--- src/rtl/hidkb_pkg.sv ---
// ----------------------------------------------------------------------------
// hidkb_pkg
// Shared types and usage codes for the HID boot keyboard report builder.
// ----------------------------------------------------------------------------
package hidkb_pkg;

    localparam int REPORT_SLOTS_DEF = 6;   // key slots used by the report
    localparam int OUT_SLOTS        = 6;   // key slots in a boot report
    localparam int USAGE_W          = 8;

    typedef logic [USAGE_W-1:0] usage_t;

    // One boot keyboard report, modifier byte in the lowest bits
    typedef struct packed {
        usage_t [OUT_SLOTS-1:0] slots;
        usage_t                 modifier;
    } report_t;

    // Modifier usages 0xE0..0xE7 share their top five bits
    localparam logic [4:0] USAGE_MOD_PREFIX = 5'b11100;

    localparam usage_t USAGE_LSHIFT = 8'hE1;
    localparam usage_t USAGE_RSHIFT = 8'hE5;
    localparam usage_t USAGE_RIGHT  = 8'h4F;
    localparam usage_t USAGE_LEFT   = 8'h50;
    localparam usage_t USAGE_DOWN   = 8'h51;
    localparam usage_t USAGE_UP     = 8'h52;

endpackage

--- src/rtl/hid_keyboard_report_builder_top.sv ---
// ----------------------------------------------------------------------------
// hid_keyboard_report_builder_top
// Builds one 7-byte boot keyboard report (reserved byte omitted) per scan.
// ----------------------------------------------------------------------------
//
//  channel  | direction | tdata (lowest bit up)                    | tuser/tlast
//  ---------+-----------+------------------------------------------+-------------
//  s_       | in        | key_code[7:0]                            | tlast = last_key
//  m_       | out       | modifier_bits, slot_zero .. slot_five    | none
//
//  Flow: one item per cycle while s_tready is high. An item updates the scan
//  registers in the cycle it is accepted; a last item puts its report in the
//  output register on the same edge, so the report shows in the next cycle.
//  Reset: synchronous, active low; clears the scan and drops any held report.
//  Stalls: s_tready falls only while a report waits in the output register
//  and m_tready is low; the output register is the only buffering.
//
module hid_keyboard_report_builder_top #(
    parameter int REPORT_SLOTS = hidkb_pkg::REPORT_SLOTS_DEF
) (
    input  logic                      aclk,
    input  logic                      aresetn,
    // input items
    input  logic                      s_tvalid,
    output logic                      s_tready,
    input  hidkb_pkg::usage_t         s_tdata,   // [7:0] key_code
    input  logic                      s_tlast,   // last_key
    // reports
    output logic                      m_tvalid,
    input  logic                      m_tready,
    output hidkb_pkg::report_t        m_tdata    // [7:0] modifier_bits,
                                                 // [15:8] slot_zero .. [55:48] slot_five
);
    import hidkb_pkg::*;

    logic    accept;
    logic    m_tvalid_reg, m_tvalid_next;
    report_t m_tdata_reg;
    report_t report;

    // Take a new item whenever the output register is empty or draining
    assign s_tready = !m_tvalid_reg || m_tready;
    assign accept   = s_tvalid && s_tready;

    hidkb_scan #(
        .REPORT_SLOTS (REPORT_SLOTS)
    ) u_scan (
        .aclk       (aclk),
        .aresetn    (aresetn),
        .item_valid (accept),
        .key_code   (s_tdata),
        .last_key   (s_tlast),
        .report     (report)
    );

    always_comb begin
        m_tvalid_next = m_tvalid_reg;
        if (accept && s_tlast) begin
            m_tvalid_next = 1'b1;
        end else if (m_tready) begin
            m_tvalid_next = 1'b0;
        end
    end

    always_ff @(posedge aclk) begin
        if (!aresetn) begin
            m_tvalid_reg <= 1'b0;
        end else begin
            m_tvalid_reg <= m_tvalid_next;
        end
    end

    // Load the finished report; hold it while the sink stalls
    always_ff @(posedge aclk) begin
        if (accept && s_tlast) begin
            m_tdata_reg <= report;
        end
    end

    assign m_tvalid = m_tvalid_reg;
    assign m_tdata  = m_tdata_reg;

endmodule

--- src/rtl/hidkb_scan.sv ---
// ----------------------------------------------------------------------------
// hidkb_scan
// Folds the usage codes of one scan into the normal and cursor reports.
// ----------------------------------------------------------------------------
module hidkb_scan #(
    parameter int REPORT_SLOTS = hidkb_pkg::REPORT_SLOTS_DEF
) (
    input  logic              aclk,
    input  logic              aresetn,
    input  logic              item_valid,
    input  hidkb_pkg::usage_t key_code,
    input  logic              last_key,
    output hidkb_pkg::report_t report
);
    import hidkb_pkg::*;

    localparam int FILL_W = $clog2(REPORT_SLOTS + 1);

    usage_t              mod_reg, mod_next;
    usage_t              norm_reg  [REPORT_SLOTS];
    usage_t              norm_next [REPORT_SLOTS];
    usage_t              cur_reg   [REPORT_SLOTS];
    usage_t              cur_next  [REPORT_SLOTS];
    logic [FILL_W-1:0]   norm_fill_reg, norm_fill_next;
    logic [FILL_W-1:0]   cur_fill_reg, cur_fill_next;
    logic                shift_seen_reg, shift_seen_next;
    logic                arrow_seen_reg, arrow_seen_next;

    logic   is_mod, is_right, is_down, norm_open, cur_open, norm_take, cur_take;
    logic   cursor_mode;
    usage_t cur_code;

    always_comb begin
        is_mod    = (key_code[USAGE_W-1:3] == USAGE_MOD_PREFIX);
        is_right  = (key_code == USAGE_RIGHT);
        is_down   = (key_code == USAGE_DOWN);
        norm_open = (norm_fill_reg < FILL_W'(REPORT_SLOTS));
        cur_open  = (cur_fill_reg < FILL_W'(REPORT_SLOTS));
        norm_take = norm_open && !is_mod;
        cur_take  = cur_open && (is_right || is_down);
        cur_code  = is_right ? USAGE_LEFT : USAGE_UP;

        shift_seen_next = shift_seen_reg ||
                          (key_code == USAGE_LSHIFT) || (key_code == USAGE_RSHIFT);
        arrow_seen_next = arrow_seen_reg || is_right || is_down;

        // Modifiers are dropped too once the slots are full
        mod_next = mod_reg;
        if (norm_open && is_mod) begin
            mod_next[key_code[2:0]] = 1'b1;
        end

        for (int i = 0; i < REPORT_SLOTS; i++) begin
            norm_next[i] = norm_reg[i];
            cur_next[i]  = cur_reg[i];
            if (norm_take && (norm_fill_reg == FILL_W'(i))) begin
                norm_next[i] = key_code;
            end
            if (cur_take && (cur_fill_reg == FILL_W'(i))) begin
                cur_next[i] = cur_code;
            end
        end
        norm_fill_next = norm_fill_reg + FILL_W'(norm_take);
        cur_fill_next  = cur_fill_reg + FILL_W'(cur_take);

        // Report as it stands after this item
        cursor_mode     = shift_seen_next && arrow_seen_next;
        report          = '0;
        report.modifier = cursor_mode ? '0 : mod_next;
        for (int i = 0; i < REPORT_SLOTS; i++) begin
            report.slots[i] = cursor_mode ? cur_next[i] : norm_next[i];
        end
    end

    // Clear the scan on reset and after the last item
    always_ff @(posedge aclk) begin
        if (!aresetn || (item_valid && last_key)) begin
            mod_reg        <= '0;
            norm_fill_reg  <= '0;
            cur_fill_reg   <= '0;
            shift_seen_reg <= 1'b0;
            arrow_seen_reg <= 1'b0;
            for (int i = 0; i < REPORT_SLOTS; i++) begin
                norm_reg[i] <= '0;
                cur_reg[i]  <= '0;
            end
        end else if (item_valid) begin
            mod_reg        <= mod_next;
            norm_fill_reg  <= norm_fill_next;
            cur_fill_reg   <= cur_fill_next;
            shift_seen_reg <= shift_seen_next;
            arrow_seen_reg <= arrow_seen_next;
            for (int i = 0; i < REPORT_SLOTS; i++) begin
                norm_reg[i] <= norm_next[i];
                cur_reg[i]  <= cur_next[i];
            end
        end
    end

endmodule

--- config.mk ---
export PLATFORM = sky130hd
export DESIGN_NAME = hid_keyboard_report_builder_top
export DESIGN_NICKNAME = d
export VERILOG_FILES = /design/src/rtl/hidkb_pkg.sv /design/src/rtl/hid_keyboard_report_builder_top.sv /design/src/rtl/hidkb_scan.sv
export SDC_FILE = /design/constraint.sdc
export NUM_CORES = 1
export LEC_CHECK = 0
export ABC_CLOCK_PERIOD_IN_PS = 8100
export BUFFER_PORTS_ARGS = -buffer_cell sky130_fd_sc_hd__buf_2
export CAP_MARGIN = 20
export CORE_MARGIN = 1
export CORE_UTILIZATION = 43
export CTS_BUF_LIST = sky130_fd_sc_hd__clkbuf_4
export CTS_CLUSTER_DIAMETER = 40
export DETAILED_ROUTE_END_ITERATION = 7
export PLACE_DENSITY = 0.61
export SETUP_SLACK_MARGIN = 0.15
export SYNTH_ARGS = -nofsm -noshare
export SYNTH_HDL_FRONTEND = slang
export SYNTH_HIERARCHICAL = 1
export SYNTH_SLANG_ARGS = --single-unit
--- constraint.sdc ---
create_clock -name aclk -period 8.1 [get_ports aclk]
set_input_delay 0.405 -clock aclk [delete_from_list [all_inputs] [get_ports aclk]]
set_output_delay 0.405 -clock aclk [all_outputs]
set_load 0.01 [all_outputs]
* After elaboration in Yosys (flattened, before gate mapping)
Memory sizes are Yosys's and may differ from the RTL's. Cells that the tools add are included. W data, S select, Z words.
Cells by class: add/subtract/negate cells 2, multipliers 0, divide/modulo/power cells 0, order comparisons 4, equality and inequality tests 15, shift operators 0, muxes and demuxes 41, bitwise logic cells 13, reductions and logical operators 32
Operators with widths (count):
- $mux W8 | 31
- $logic_and A1 B1 Y1 | 19
- $eq A8 B7 Y1 const B | 2
- $eq A8 B8 Y1 const B | 2
- $eq A3 B2 Y1 const B | 4
- $eq A3 B3 Y1 const B | 4
- $or A1 B1 Y1 | 12
- $mux W1 | 8
- $or A8 B8 Y8 | 1
- $logic_or A1 B1 Y1 | 7
- $add A3 B1 Y3 | 2
- $eq A3 B1 Y1 const B | 2
- $logic_not A3 Y1 | 2
- $lt A3 B3 Y1 const B | 2
- $eq A5 B5 Y1 const B | 1
- $lt A3 B4 Y1 const B | 1
- $demux W1 S3 | 1
- $ge A3 B1 Y1 const B | 1
- $logic_not A1 Y1 | 3
- $mux W2 | 1
- $reduce_bool A2 Y1 | 1
Storage, ports and cells: flip-flop bits (word level) 73, bits in latches 0, RAM bits 96, bits in read-only memories 0, input port bits 13, output and inout bits 58, logic and storage cells 122, memories 2
Memory list:
- u_scan.cur_reg | depth 6, bits a word 8, rd ports 6, clocked after Yosys merged registers in 0, wr ports 6, line hidkb_scan.sv:22 | usage_t cur_reg [REPORT_SLOTS];
- u_scan.norm_reg | depth 6, bits a word 8, rd ports 6, clocked after Yosys merged registers in 0, wr ports 6, line hidkb_scan.sv:20 | usage_t norm_reg [REPORT_SLOTS];

* Logic depth before layout (Yosys ltp)
depth in word-level cells 8, depth in mapped cells 12, mapped depth without buffers 9

* Modules after synthesis
The synthesis kept the hierarchy.
By module, submodules not included:
- hidkb_scan | instances 1, cells each 511, area each 5859.4 sq um, sequential area each 3203.1 sq um
- hid_keyboard_report_builder_top | instances 1, cells each 62, area each 1752.9 sq um, sequential area each 1701.6 sq um

* Least setup slack after synthesis
No wires, ideal clock.
path type input port to flip-flop, from input m_tready, to memory u_scan/cur_reg[0][0] in the netlist's numbering, enable pin, library setup time 471 ps, arrival 3393 ps, data required time 7629 ps, path slack 4236 ps, stages 4, path buffers 1, path through nand2b_4 > and2_4 > clkbuf_1 > nand2b_1
RTL lines:
- start, declared | line hid_keyboard_report_builder_top.sv:30 | input logic m_tready,
- end, declared | line hidkb_scan.sv:22

==> results.ini <==
[outcome]
status = finished, final reports clean

[clock_tree]
cts.sinks = 169
clock_path_buffers = 2
hold_buffers = 0
postCtsSetupBuffers = 0
cts_root_buffer = clkbuf_4
cts_buffers = 17
worst_skew_pair.late_latency_ps = 570
postCtsResizedCells = 0
htreeDepth = 4
clkTransAtPathRegs_ps = 120
cts_tree = done

[sta]
relSlewSlack = 0.274
min_period_ps = 2420
slew_viol_final = 0
fmax_mhz = 413
hold_viol_final = 0
tightest_slew_ps = 1090
rsz0062_at_grt = false
min_period_over_period = 0.299
finalClockSkew_ps = 11.9
setup_violations = 0
finalSetupTns_ps = 0

[power]
ir_worst_vdd_v = 0.0000933
comb_power_share = 0.086
p_switching_mw = 0.383
swShare = 0.245
total_power_mw = 1.56
internal_power_mw = 1.18
cellPowerDensity_nw_per_um2 = 188
seqPwrFrac = 0.649
p_clk_frac = 0.265
p_leak_nw = 3.26

[drt]
routed_wirelength_um = 17100
post_drt_wl_per_cell_um = 19.7
first_pass_iters = 7
dr_total_vias = 4810
drc_errors = 0
first_iter_violations = 390
via_per_inst = 5.54
ant_nets = 0

[flow_run]
maxCapViolCount = 0

[worst_hold_path]
hold_end = m_tvalid
holdCritStartpoint = m_tready
min_path_cells = 3
hp-class = primary input to register

[synth]
yosysUniqueCellTypes = 51
netlist_instances = 573
synth-edff-count = 152
synth_top_flop_cell = edfxtp_1
avgSynthCellArea_um2 = 13.3
syn_area_um2 = 7610
synth_top_area_frac = 0.600
ys_top_cells_by_area = edfxtp_1 (60%), mux2i_1 (12%), nor2_1 (4.7%)
synth.most_common_cell = edfxtp_1
syn_nets = 590
ys_ff_latch = 169
ys_warn_count = 6
synth_area_leader_cell = edfxtp_1
seq_area_frac_synth = 0.644
synth_commonest_cells = edfxtp_1 (152), nor2_1 (96), mux2i_1 (88)
ys_async_sr_fraction = 0

[final_layout]
area_delta_synth_final_pct = 9.14
ff_latch_area_um2 = 4900
largest_reg_flops = 56
diodes = 0
fillers = 1583
nets = 647
multi_input_area_um2 = 2460
drive_above_1_share = 0.194

[critical_path]
path_max_fanout = 64
cp-startpoint = m_tvalid
critPathKind = register to register
cp-end-kind = register
required_ps = 8310
start_kind = register
arrival_ps = 2630
rrSetupSlack_ps = 5680
reg2regPathDepth = 4
r2r_end = u_scan/cur_reg[5][3]
timing.rr.start = m_tvalid

[global_route]
antenna_found_initial = 0
grt_pass1_vias = 4740
globalRouteOverflowTotal = 0
grt_use_total = 0.199
grt_pass1_wl_um = 26800
grt_max_degree = 67

[floorplan]
initial_core_util = 0.440
die-area_um2 = 18200
rows = 48
io_pins = 71
die_x_um = 135
coreArea_um2 = 17300
die_h_um = 135

[placement]
gp_congestion = 0.762
portBuffers = 70
place_hpwl_um = 10300

-- how the worst max path moves through the flow --
stage                                      end  slack, ps
final                     u_scan/cur_reg[5][3]       5680
after global routing      u_scan/cur_reg[4][6]       5540
after CTS                          m_tdata[10]       5540
after detailed placement           m_tdata[51]       4900
after global placement             m_tdata[45]       4970
after floorplan           u_scan/cur_reg[0][0]       4240
-- per-layer routing --
metal | global-route usage | share of wire | vias to the layer above
met5 | 0 | 0 | -
met4 | 0.0630 | 0.015 | 0
met3 | 0.0447 | 0.061 | 18
met2 | 0.314 | 0.47 | 146
met1 | 0.272 | 0.45 | 2387
li1 | - | - | 2259
-- final cells by class --
class                      instances  share of cell area
multi-input combinational        364               0.296
tap                              225              0.0339
inverter                           2            0.000904
clock inverter                     9             0.00648
sequential                       169               0.590
clock buffer                      23              0.0208
timing repair buffer              76              0.0515
-- power by group through the flow --
stage	registers [mW]	logic [mW]	clock network (mW)
floorplan	1.04	0.0804	0
global placement	1.03	0.130	0
detailed placement	1.03	0.136	0
CTS	1.01	0.136	0.434
global route	1.02	0.147	0.468
finish	1.01	0.135	0.415
-- worst max-delay path: stages (launching register included) --
cell	delay [ps]
dfxtp_1	360
nand2b_4	100
and2_4	290
nand2b_4	500
buf_4	770
-- metrics by stage --
step / instance area [um^2] / worst slack (ps) / std cells / util / hold WS, ps
final: 8310 / 5680 / 868 / 0.480 / 137
after global routing: 8310 / 5540 / 868 / 0.480 / 106
after CTS: 8280 / 5540 / 866 / 0.479 / 103
after detailed placement: 8050 / 4900 / 834 / 0.466 / 466
after global placement: 8030 / 4970 / 833 / 0.464 / 446
after floorplan: 7610 / 4240 / 573 / - / 438
-- cells by family (layout without fill, tap and decap cells) --
kind of cell               count (synthesis)  in the layout  synth area share
AOI/OAI and AO/OA                         66             66            0.0608
xor gates and xnor gates                   2              2           0.00230
adders and majority gates                  4              4           0.00657
buffers and inverters                     40            110            0.0335
DFF                                      169            169             0.644
muxes                                     88             88             0.116
and+or+nand+nor                          204            204             0.137
-- placed cells by master (no fill, tap or decap), types with 2 or more instances in the layout --
cell,Yosys,layout
a21oi_1,11,11
a22oi_1,12,12
a31oi_1,10,10
a41oi_1,2,2
and3_1,30,30
and3b_1,3,3
buf_2,4,70
buf_4,1,4
clkbuf_4,0,23
clkinv_1,0,2
clkinv_2,0,3
clkinvlp_4,0,3
dfxtp_1,17,17
edfxtp_1,152,152
ha_1,4,4
mux2i_1,88,88
nand2_1,30,30
nand2b_1,4,3
nand2b_4,1,2
nand4bb_1,2,2
nor2_1,96,96
nor2b_1,12,12
nor3b_1,4,4
nor4_1,6,6
nor4_2,2,2
o2111ai_1,4,4
o21ai_0,10,10
o21ai_2,6,6
o22ai_1,2,2
o32ai_1,4,4
xor2_1,2,2
Power figures use the tool's default switching activity.
